**config.mk**
```make
export PLATFORM = sky130hd
export DESIGN_NAME = per_label_best_box_keeper_unit
export DESIGN_NICKNAME = d
export VERILOG_FILES = /design/src/design/pbk_pkg.sv /design/src/design/pbk_table.sv /design/src/design/pbk_overlap.sv /design/src/design/per_label_best_box_keeper_unit.sv
export SDC_FILE = /design/constraint.sdc
export NUM_CORES = 2
export LEC_CHECK = 0
export BUFFER_PORTS_ARGS = -buffer_cell sky130_fd_sc_hd__buf_4
export CAP_MARGIN = 20
export CORE_MARGIN = 5
export CORE_UTILIZATION = 60
export DETAILED_ROUTE_END_ITERATION = 10
export PLACE_DENSITY_LB_ADDON = 0.15
export SLEW_MARGIN = 0
export SYNTH_ARGS = -nofsm -noshare
export SYNTH_HDL_FRONTEND = slang
export SYNTH_HIERARCHICAL = 1
export SYNTH_SLANG_ARGS = --single-unit
export TNS_END_PERCENT = 5
```
**constraint.sdc**
```tcl
create_clock -name clk -period 31 [get_ports clk]
set_input_delay 9.3 -clock clk [delete_from_list [all_inputs] [get_ports clk]]
set_output_delay 9.3 -clock clk [all_outputs]
set_load 0.1 [all_outputs]
```
**src/design/pbk_pkg.sv**
```systemverilog
// ============================================================================
// pbk_pkg
// Shared types and constants for the per-label best box keeper.
// ============================================================================
package pbk_pkg;

    localparam int LBL_W          = 4;
    localparam int COORD_W        = 16;
    localparam int SCORE_W        = 16;
    localparam int THR_W          = 16;
    localparam int NUM_LABELS_DEF = 16;

    localparam logic [THR_W-1:0] THR_RESET = 16'h8000;

    // command codes
    localparam logic CMD_DETECT = 1'b0;
    localparam logic CMD_FLUSH  = 1'b1;

    typedef struct packed {
        logic               command;
        logic               is_detected;
        logic [LBL_W-1:0]   class_label;
        logic [COORD_W-1:0] box_x;
        logic [COORD_W-1:0] box_y;
        logic [COORD_W-1:0] box_w;
        logic [COORD_W-1:0] box_h;
        logic [SCORE_W-1:0] score;
    } in_item_t;

    typedef struct packed {
        logic               present;
        logic               out_detected;
        logic [LBL_W-1:0]   out_label;
        logic [COORD_W-1:0] out_x;
        logic [COORD_W-1:0] out_y;
        logic [COORD_W-1:0] out_w;
        logic [COORD_W-1:0] out_h;
        logic [SCORE_W-1:0] out_score;
        logic               last;
    } out_item_t;

    typedef struct packed {
        logic [COORD_W-1:0] h;
        logic [COORD_W-1:0] w;
        logic [COORD_W-1:0] y;
        logic [COORD_W-1:0] x;
    } box_t;

    // one table entry
    typedef struct packed {
        logic [SCORE_W-1:0] score;
        box_t               box;
    } entry_t;

    // table access controls
    typedef struct packed {
        logic rd;   // read entry and valid bit at the read index
        logic clr;  // clear valid bit at the read index
        logic wr;   // write entry and set valid bit at the write index
    } tbl_op_t;

endpackage

```
**src/design/pbk_table.sv**
```systemverilog
// ============================================================================
// pbk_table
// Best-box table: one synchronous memory plus one valid flag per label.
// ============================================================================
module pbk_table
    import pbk_pkg::*;
#(
    parameter int NUM_LABELS = NUM_LABELS_DEF,
    localparam int IDX_W     = (NUM_LABELS > 1) ? $clog2(NUM_LABELS) : 1
)
(
    input  logic             clk,
    input  logic             rst_n,
    input  tbl_op_t          op,
    input  logic [IDX_W-1:0] rd_idx,
    input  logic [IDX_W-1:0] wr_idx,
    input  entry_t           wr_data,
    output entry_t           rd_data,
    output logic             rd_valid
);

    entry_t                  mem [NUM_LABELS];
    entry_t                  rd_data_reg;
    logic [NUM_LABELS-1:0]   valid_reg;

    // valid flag seen at the read index, same cycle
    assign rd_valid = valid_reg[rd_idx];
    assign rd_data  = rd_data_reg;

    // valid flags
    always_ff @(posedge clk or negedge rst_n)
    begin
        if (!rst_n)
        begin
            valid_reg <= '0;
        end
        else
        begin
            if (op.clr)
            begin
                valid_reg[rd_idx] <= 1'b0;
            end
            if (op.wr)
            begin
                valid_reg[wr_idx] <= 1'b1;
            end
        end
    end

    // entry memory, registered read
    always_ff @(posedge clk)
    begin
        if (op.wr)
        begin
            mem[wr_idx] <= wr_data;
        end
        if (op.rd)
        begin
            rd_data_reg <= mem[rd_idx];
        end
    end

endmodule

```
**src/design/pbk_overlap.sv**
```systemverilog
// ============================================================================
// pbk_overlap
// Three-stage overlap test: inter * 65536 > threshold * enclosing area.
// ============================================================================
module pbk_overlap
    import pbk_pkg::*;
(
    input  logic             clk,
    input  logic             rst_n,
    input  logic             go,
    input  box_t             stored,
    input  box_t             fresh,
    input  logic [THR_W-1:0] thr,
    output logic             done,
    output logic             exceeds
);

    localparam int EDGE_W = COORD_W + 1;
    localparam int AREA_W = 2 * EDGE_W;
    localparam int PROD_W = AREA_W + THR_W;

    logic [EDGE_W-1:0] ax2, ay2, bx2, by2;
    logic [EDGE_W-1:0] ix2, iy2, ux2, uy2;
    logic [COORD_W-1:0] ix1, iy1, ux1, uy1;
    logic [EDGE_W-1:0] iw_next, ih_next, uw_next, uh_next;

    logic [EDGE_W-1:0] iw_reg, ih_reg, uw_reg, uh_reg;
    logic [AREA_W-1:0] inter_reg, uni_reg, inter_d_reg;
    logic [PROD_W-1:0] thrprod_reg;
    logic              v1_reg, v2_reg, v3_reg;

    // stage 1: edges, intersection and enclosing extents
    always_comb
    begin
        ax2 = {1'b0, stored.x} + {1'b0, stored.w};
        ay2 = {1'b0, stored.y} + {1'b0, stored.h};
        bx2 = {1'b0, fresh.x} + {1'b0, fresh.w};
        by2 = {1'b0, fresh.y} + {1'b0, fresh.h};
        ix1 = (stored.x > fresh.x) ? stored.x : fresh.x;
        iy1 = (stored.y > fresh.y) ? stored.y : fresh.y;
        ix2 = (ax2 < bx2) ? ax2 : bx2;
        iy2 = (ay2 < by2) ? ay2 : by2;
        ux1 = (stored.x < fresh.x) ? stored.x : fresh.x;
        uy1 = (stored.y < fresh.y) ? stored.y : fresh.y;
        ux2 = (ax2 > bx2) ? ax2 : bx2;
        uy2 = (ay2 > by2) ? ay2 : by2;
        // a zero extent in either axis zeroes the intersection area
        iw_next = ({1'b0, ix1} < ix2) ? (ix2 - {1'b0, ix1}) : '0;
        ih_next = ({1'b0, iy1} < iy2) ? (iy2 - {1'b0, iy1}) : '0;
        uw_next = ux2 - {1'b0, ux1};
        uh_next = uy2 - {1'b0, uy1};
    end

    always_ff @(posedge clk)
    begin
        // stage 1
        iw_reg <= iw_next;
        ih_reg <= ih_next;
        uw_reg <= uw_next;
        uh_reg <= uh_next;
        // stage 2: areas
        inter_reg <= {{EDGE_W{1'b0}}, iw_reg} * {{EDGE_W{1'b0}}, ih_reg};
        uni_reg   <= {{EDGE_W{1'b0}}, uw_reg} * {{EDGE_W{1'b0}}, uh_reg};
        // stage 3: scaled enclosing area
        thrprod_reg <= {{AREA_W{1'b0}}, thr} * {{THR_W{1'b0}}, uni_reg};
        inter_d_reg <= inter_reg;
    end

    // stage valids
    always_ff @(posedge clk or negedge rst_n)
    begin
        if (!rst_n)
        begin
            v1_reg <= 1'b0;
            v2_reg <= 1'b0;
            v3_reg <= 1'b0;
        end
        else
        begin
            v1_reg <= go;
            v2_reg <= v1_reg;
            v3_reg <= v2_reg;
        end
    end

    assign done    = v3_reg;
    assign exceeds = {inter_d_reg, {THR_W{1'b0}}} > thrprod_reg;

endmodule

```
**src/design/per_label_best_box_keeper_unit.sv**
```systemverilog
// Pass-through item: result in the cycle after acceptance, busy stays low.
// Detected item: an empty label is stored at once and a label out of range is
// dropped, busy staying low; otherwise busy through table read, 3-stage overlap test, write back.
// Flush: busy through S_FLUSH, S_FTAIL and S_FEND, one table entry read per cycle through
// the single memory read port; results are strobed and cannot be stalled.
// Reset clears all valid flags at once and sets the threshold to 0.5.
// ============================================================================
// per_label_best_box_keeper_unit
// Keeps the best box per class label for a frame and emits them on flush.
// ============================================================================
module per_label_best_box_keeper_unit
    import pbk_pkg::*;
#(
    parameter int NUM_LABELS = NUM_LABELS_DEF
)
(
    input  logic             clk,
    input  logic             rst_n,
    input  logic             start,
    output logic             busy,
    input  in_item_t         item,
    input  logic             cfg_we,
    input  logic [THR_W-1:0] cfg_wdata,
    output logic             result_valid,
    output out_item_t        result
);

    localparam int IDX_W = (NUM_LABELS > 1) ? $clog2(NUM_LABELS) : 1;
    localparam int EXT_W = IDX_W + LBL_W;

    typedef enum logic [4:0] {
        S_IDLE  = 5'b00001,
        S_OVL   = 5'b00010,
        S_FLUSH = 5'b00100,
        S_FTAIL = 5'b01000,
        S_FEND  = 5'b10000
    } state_t;

    state_t           state_reg, state_next;
    in_item_t         item_reg;
    logic [THR_W-1:0] thr_reg;
    logic [IDX_W-1:0] scan_reg;
    logic             go_reg;
    logic             proc_en_reg, proc_vld_reg;
    logic [IDX_W-1:0] proc_idx_reg;
    logic             pend_valid_reg, pend_valid_next;
    out_item_t        pend_reg, pend_next;
    logic             res_valid_reg, res_valid_next;
    out_item_t        res_reg, res_next;

    logic             acc;
    logic [EXT_W-1:0] in_ext, held_ext, proc_ext;
    logic [IDX_W-1:0] in_idx, held_idx;
    logic             in_range;
    tbl_op_t          op;
    logic [IDX_W-1:0] rd_idx, wr_idx;
    entry_t           wr_data, rd_data;
    logic             rd_valid;
    logic             ovl_done, ovl_exceeds;
    logic             go_next;
    in_item_t         wr_src;

    // label to table index
    always_comb
    begin
        in_ext   = {{IDX_W{1'b0}}, item.class_label};
        held_ext = {{IDX_W{1'b0}}, item_reg.class_label};
        proc_ext = {{LBL_W{1'b0}}, proc_idx_reg};
        in_idx   = in_ext[IDX_W-1:0];
        held_idx = held_ext[IDX_W-1:0];
        in_range = 32'(item.class_label) < 32'(NUM_LABELS);
    end

    assign acc  = start && (state_reg == S_IDLE);
    assign busy = (state_reg != S_IDLE);

    // control, table access and result selection
    always_comb
    begin
        state_next      = state_reg;
        op              = '0;
        rd_idx          = in_idx;
        wr_idx          = in_idx;
        wr_src          = item;
        go_next         = 1'b0;
        res_valid_next  = 1'b0;
        res_next        = res_reg;
        pend_valid_next = pend_valid_reg;
        pend_next       = pend_reg;

        unique case (state_reg)
            S_IDLE:
            begin
                if (acc)
                begin
                    if (item.command == CMD_FLUSH)
                    begin
                        state_next      = S_FLUSH;
                        pend_valid_next = 1'b0;
                    end
                    else if (!item.is_detected)
                    begin
                        res_valid_next         = 1'b1;
                        res_next.present       = 1'b1;
                        res_next.out_detected  = 1'b0;
                        res_next.out_label     = item.class_label;
                        res_next.out_x         = item.box_x;
                        res_next.out_y         = item.box_y;
                        res_next.out_w         = item.box_w;
                        res_next.out_h         = item.box_h;
                        res_next.out_score     = item.score;
                        res_next.last          = 1'b1;
                    end
                    else if (in_range)
                    begin
                        op.rd = 1'b1;
                        if (!rd_valid)
                        begin
                            // empty label: store straight away
                            op.wr = 1'b1;
                        end
                        else
                        begin
                            go_next    = 1'b1;
                            state_next = S_OVL;
                        end
                    end
                end
            end
            S_OVL:
            begin
                wr_idx = held_idx;
                wr_src = item_reg;
                if (ovl_done)
                begin
                    op.wr      = !ovl_exceeds && (rd_data.score < item_reg.score);
                    state_next = S_IDLE;
                end
            end
            S_FLUSH:
            begin
                op.rd  = 1'b1;
                op.clr = 1'b1;
                rd_idx = scan_reg;
                if (scan_reg == IDX_W'(NUM_LABELS - 1))
                begin
                    state_next = S_FTAIL;
                end
            end
            S_FTAIL:
            begin
                state_next = S_FEND;
            end
            S_FEND:
            begin
                state_next      = S_IDLE;
                res_valid_next  = 1'b1;
                pend_valid_next = 1'b0;
                if (pend_valid_reg)
                begin
                    res_next      = pend_reg;
                    res_next.last = 1'b1;
                end
                else
                begin
                    res_next      = '0;
                    res_next.last = 1'b1;
                end
            end
            default:
            begin
                state_next = S_IDLE;
            end
        endcase

        // flush entry arriving from the table: hold it back one step so the
        // final one can be marked last
        if (proc_en_reg && proc_vld_reg)
        begin
            if (pend_valid_reg)
            begin
                res_valid_next = 1'b1;
                res_next       = pend_reg;
            end
            pend_valid_next        = 1'b1;
            pend_next.present      = 1'b1;
            pend_next.out_detected = 1'b1;
            pend_next.out_label    = proc_ext[LBL_W-1:0];
            pend_next.out_x        = rd_data.box.x;
            pend_next.out_y        = rd_data.box.y;
            pend_next.out_w        = rd_data.box.w;
            pend_next.out_h        = rd_data.box.h;
            pend_next.out_score    = rd_data.score;
            pend_next.last         = 1'b0;
        end
    end

    // entry written back
    always_comb
    begin
        wr_data.box.x = wr_src.box_x;
        wr_data.box.y = wr_src.box_y;
        wr_data.box.w = wr_src.box_w;
        wr_data.box.h = wr_src.box_h;
        wr_data.score = wr_src.score;
    end

    // control state
    always_ff @(posedge clk or negedge rst_n)
    begin
        if (!rst_n)
        begin
            state_reg      <= S_IDLE;
            thr_reg        <= THR_RESET;
            scan_reg       <= '0;
            go_reg         <= 1'b0;
            proc_en_reg    <= 1'b0;
            pend_valid_reg <= 1'b0;
            res_valid_reg  <= 1'b0;
        end
        else
        begin
            state_reg      <= state_next;
            go_reg         <= go_next;
            proc_en_reg    <= (state_reg == S_FLUSH);
            pend_valid_reg <= pend_valid_next;
            res_valid_reg  <= res_valid_next;
            if (cfg_we)
            begin
                thr_reg <= cfg_wdata;
            end
            if (state_reg == S_FLUSH)
            begin
                scan_reg <= (scan_reg == IDX_W'(NUM_LABELS - 1)) ? '0 : scan_reg + 1'b1;
            end
        end
    end

    // payload
    always_ff @(posedge clk)
    begin
        if (acc)
        begin
            item_reg <= item;
        end
        proc_vld_reg <= rd_valid;
        proc_idx_reg <= scan_reg;
        pend_reg     <= pend_next;
        res_reg      <= res_next;
    end

    assign result_valid = res_valid_reg;
    assign result       = res_reg;

    pbk_table #(
        .NUM_LABELS (NUM_LABELS)
    ) u_table (
        .clk      (clk),
        .rst_n    (rst_n),
        .op       (op),
        .rd_idx   (rd_idx),
        .wr_idx   (wr_idx),
        .wr_data  (wr_data),
        .rd_data  (rd_data),
        .rd_valid (rd_valid)
    );

    pbk_overlap u_overlap (
        .clk     (clk),
        .rst_n   (rst_n),
        .go      (go_reg),
        .stored  (rd_data.box),
        .fresh   ({item_reg.box_h, item_reg.box_w, item_reg.box_y, item_reg.box_x}),
        .thr     (thr_reg),
        .done    (ovl_done),
        .exceeds (ovl_exceeds)
    );

endmodule

```
# After elaboration in Yosys (flattened, before gate mapping)
# Memory sizes are Yosys's and may differ from the RTL's. A register that Yosys moved wholly into a read port is not among the register bits.
# Index checks and enable logic that the tools add are counted.
[classes]
n_addsub = 9
multipliers = 3
n_lt_le_gt_ge = 16
n_eq_ne = 14
mux = 62
bitwise = 3
reduce_logical = 9
[ops]
columns = ["operator", "count"]
rows = [
  ["$mux W87", 6],
  ["$pmux W87 S2", 1],
  ["$mux W16", 6],
  ["$mux W80", 1],
  ["$add A16 B16 Y17", 4],
  ["$mul A17 B17 Y34", 2],
  ["$mux W17", 4],
  ["$sub A17 B16 Y17", 4],
  ["$gt A50 B50 Y1", 1],
  ["$mul A16 B34 Y50", 1],
  ["$lt A16 B16 Y1", 3],
  ["$gt A17 B17 Y1", 2],
  ["$lt A16 B17 Y1", 2],
  ["$lt A17 B17 Y1", 2],
  ["$gt A16 B16 Y1", 2],
  ["$mux W5", 6],
  ["$mux W1", 27],
  ["$pmux W5 S4", 1],
  ["$and A16 B16 Y16", 1],
  ["$not A16 Y16", 1],
  ["$or A16 B16 Y16", 1],
  ["$mux W4", 3],
  ["$lt A4 B5 Y1 const B", 2],
  ["$demux W1 S4", 2],
  ["other kinds (20)", 31],
]
[totals]
regBits = 528
ram_bits = 1280
inputBits = 106
out_inout_bits = 89
word_cells = 159
mem_count = 1
[mem_list]
columns = ["name", "words", "width", "rd", "rd_ports_with_merged_regs", "wr", "line_no", "text"]
rows = [
  ["u_table.mem", 16, 80, 1, 1, 1, "pbk_table.sv:22", "entry_t mem [NUM_LABELS];"],
]

# Logic depth before layout (Yosys ltp)
[depth]
depth_word = 11
ltp_mapped = 36
depth_no_buf = 34

# Cells and area by module
# The synthesis kept the hierarchy.
[by_module_without_submodules]
columns = ["mod", "instances", "cells_per_inst", "area_per_inst_um2", "seq_area_each_um2"]
rows = [
  ["pbk_table", 1, 2119, 50993.9, 41239.6],
  ["pbk_overlap", 1, 5618, 49376.1, 4479.3],
  ["per_label_best_box_keeper_unit", 1, 830, 11096.9, 7614.8],
]

# Worst setup path after synthesis
# OpenSTA, ideal clock, no wires.
[synth_path]
path_kind = "input -> register"
start = "input port item[80] (netlist name)"
end = "memory u_table/mem[0][0] (netlist name), enable pin"
setup_time_ps = 618
t_arrival_ps = 17020
required_ps = 30382
setup_slack_ps = 13362
path_stages = 12
n_path_buf = 4
path_cell_list = "nand2_1 > nand2_1 > buf_2 > buf_2 > buf_4 > mux4_2 > a22oi_1 > nand2_1 > o211ai_1 > or3b_2 > clkbuf_1 > nor3_1"
[synth_rtl]
columns = ["item", "line_no", "text"]
rows = [
  ["start, declared", "per_label_best_box_keeper_unit.sv:21", "input in_item_t item,"],
  ["end, declared", "pbk_table.sv:22", ""],
]

==> results by group <==
Outcome
  – Outcome: finished clean

Setup path
  – Worst path depth: 11
  – Critical Path RT: roughly 31 ns
  – Slowest cell on crit path: buf_4
  – Worst setup startpoint: item[81]
  – Capture point of the worst path: u_table/mem[6][7]
  – Setup crit end kind: flop
  – Worst reg2reg path endpoint: u_overlap/uh_reg[15]
  – R2r startpoint: item_reg[48]
  – Critical-path cell list: buf_4 > nand2_1 > nand2_4 > buf_4 > mux4_2 > a22oi_1 > nand2_1 > o211ai_1 > or3b_2 > nor2_4 > buf_4
  – FF-to-FF setup slack: about 22 ns
  – Critical Setup Path Class: input port to flop
  – Critical path's top delay family: simple AND/OR/NAND/NOR gates
  – CP Buf/Inv Count: 3
  – R2R depth: 31
  – Crit path launch type: input port
  – Highest cell delay on the worst timing path: roughly 0.96 ns
  – CP dominant cell by count: buf_4
  – Worst Path Arrival: between 10 and 15 ns
  – Worst-path fanout max: 65

Route
  – DR pass1 iterations: 6
  – DR WL/cell: 26.0 um
  – Vias per cell: slightly above 6
  – Vias post-DR: ~69000
  – Routed Antenna Nets: 0
  – Final wirelength: between 200 and 300 mm
  – DRC errors left: 0
  – Initial drt markers: between 5000 and 6000

STA
  – Final setup fails: 0
  – Clock skew: 0.0699 ns
  – Fmax: around 70 MHz
  – Final Hold Fails: 0
  – RSZ-0062 raised after global routing: no
  – Final setup margin: about 17 ns
  – Setup tns final: 0 ns
  – Worst-margin pin slew: between 1 and 1.5 ns
  – Final worst-path cycle share: 0.460
  – Fin crit period: approximately 14 ns
  – Max-slew headroom: 0.244
  – Max-slew violations: 0

Final layout
  – Reg area: 53300 sq um
  – Multi-input logic area: 52200 sq um
  – Layout Cells excl Fill: 11400
  – Final nets: 10300
  – Max reg flops: about 1300
  – Area delta synth->final: 9.19%
  – Fill cells: 13500
  – Share of cells above drive strength 1: 0.124

Floorplan
  – Initial Utilization: 0.602
  – Num rows: 158
  – Die H: roughly 440 um
  – Core area: 185000 sq um
  – Ports: ~200
  – Die area: about 190000 sq um
  – Die W: 441 um

Global routing
  – Largest net degree at the start of global routing: 87
  – Gr ovfl total: 0
  – Gr usage total: 0.308
  – First-pass GRT wire length: ~450 mm
  – Initial antenna violation count: 12
  – Vias in the first global route: between 70000 and 80000

Synthesis
  – Most common library cells after synthesis: 1528 x edfxtp_1, 1193 x inv_1, 1031 x nand2_1, 902 x fa_1, 582 x ha_1
  – Post-synthesis net count: roughly 10000
  – Top cells by area, synth: edfxtp_1 41%, fa_1 16%, mux4_2 6.5%
  – Adder-Cell Fraction of Synth Area: 0.227
  – Compound-Gate Fraction of Synth Area: 0.0594
  – Post-Synth Simple-Gate Area: 0.0793
  – Count leader, synth: edfxtp_1
  – Avg Cell Area, Syn: roughly 13 sq um
  – Post-synth top area cell: edfxtp_1
  – Syn Inst Count: about 8600
  – Yosys reg bits: roughly 1900
  – Number of library cell types mapped by synthesis: a little under 90
  – Post-synth EDFFs: around 1500
  – Yosys warns: 6
  – Post-synth top area share: 0.412
  – Xor/xnor cell area share of the yosys netlist: 0.0162
  – Post-Syn Area: ~110000 sq um
  – Register area share after synthesis: 0.478
  – Main combinational cell family by area after synthesis: adder cells
  – Ys async rst share: 0.0254
  – Multiplexer area fraction after synthesis: 0.0845
  – Top FF cell, synth: edfxtp_1

Clocking
  – Htree depth: 4
  – CTS tree: built
  – Latest clock arrival within the worst-skew pair: between 0.8 and 0.9 ns
  – Post-CTS setup repair buffer count: 0
  – Clock sink total: 1888
  – Clk buf depth: 3
  – Clock Tree Root: clkbuf_16
  – Num CTS Buffers: 186
  – CTS Hold Bufs: 0
  – CTS clk-pin slew, worst paths: 0.06 ns
  – Cts repair resizes: 0

Placement
  – I/O Buffers: roughly 190
  – Routability cong.: roughly 0.96
  – Setup WS pre-CTS: approximately 16 ns
  – Dpl cells: about 11000
  – Post-DP HPWL: roughly 200 mm

Min path
  – HP Class: flop to flop

Run
  – Max-cap violations: 0
metal layers:
metal | GRT usage | up-vias | share of wire
met5 | 0 | - | 0.000085
met4 | 0.151 | 4 | 0.055
met3 | 0.0483 | 684 | 0.071
met2 | 0.521 | 2927 | 0.50
met1 | 0.389 | 35200 | 0.38
li1 | - | 29700 | -
worst min-delay path by stage:
stage	cells after the start	slack, ns	from	to
final	0	0.32	u_overlap/inter_reg[32]	u_overlap/inter_d_reg[32]
after global routing	0	0.33	u_overlap/inter_reg[32]	u_overlap/inter_d_reg[32]
after CTS	0	0.32	u_overlap/inter_reg[32]	u_overlap/inter_d_reg[32]
after detailed placement	0	0.31	u_overlap/inter_reg[0]	u_overlap/inter_d_reg[0]
after global placement	0	0.31	u_overlap/inter_reg[27]	u_overlap/inter_d_reg[27]
after floorplan	0	0.31	u_overlap/inter_reg[0]	u_overlap/inter_d_reg[0]
placed cells by master (no fill, tap or decap), types with 20 or more instances in the layout:
| master | count |
|---|---|
| o21bai_1 | 24 |
| diode_2 | 20 |
| o21ai_0 | 202 |
| ha_1 | 582 |
| fa_1 | 902 |
| nand3_1 | 42 |
| xnor2_1 | 149 |
| and3_1 | 20 |
| edfxtp_1 | 1528 |
| nor3_1 | 44 |
| o21a_1 | 35 |
| inv_1 | 1191 |
| mux2_2 | 120 |
| o21ai_1 | 40 |
| a21oi_1 | 192 |
| buf_4 | 305 |
| nand4_1 | 40 |
| nand2_1 | 1028 |
| clkbuf_1 | 37 |
| dfxtp_1 | 312 |
| nor2b_1 | 39 |
| mux4_2 | 324 |
| nand2b_1 | 27 |
| a21o_1 | 126 |
| mux2i_1 | 76 |
| a22oi_1 | 246 |
| clkinv_2 | 35 |
| xor2_1 | 57 |
| nor2_1 | 163 |
| clkinv_1 | 30 |
| a31oi_1 | 20 |
| clkbuf_16 | 191 |
| dfrtp_1 | 42 |
| and2_1 | 416 |
cells by family after synthesis:
kind of cell    count (synthesis)
simple gates                 1902
flops                        1888
buf+inv                      1560
fa+ha+maj                    1484
compound gates               1006
mux                           521
xor+xnor                      206
worst register-to-register path, delay by kind of cell (launching register included):
kind	cells	cell delay, ns
flops	1	0.50
mux	1	0.40
simple gates	1	0.12
fa+ha+maj	4	1.37
compound gates	21	4.85
xor+xnor	2	0.82
buf+inv	2	0.56
layout make-up:
type / instances / area share
Antenna cell: 20 / 0.000411
Clock buffer: 235 / 0.0412
Clock inverter: 111 / 0.00982
Inverter: 1194 / 0.0369
Multi-Input combinational cell: 5119 / 0.429
Sequential cell: 1888 / 0.438
Tap cell: 2480 / 0.0255
Timing Repair Buffer: 306 / 0.0189
metrics by stage:
step,hold slack (ns),instance area (sq um),util
finish,0.320,122000,0.658
global route,0.327,122000,0.658
CTS,0.324,122000,0.657
detailed placement,0.312,115000,0.624
global placement,0.311,115000,0.624
floorplan,0.310,111000,-
Power is left out: the tool's default activity adds up to more than one toggle a clock period on the data nets, which glitch-free logic cannot reach.
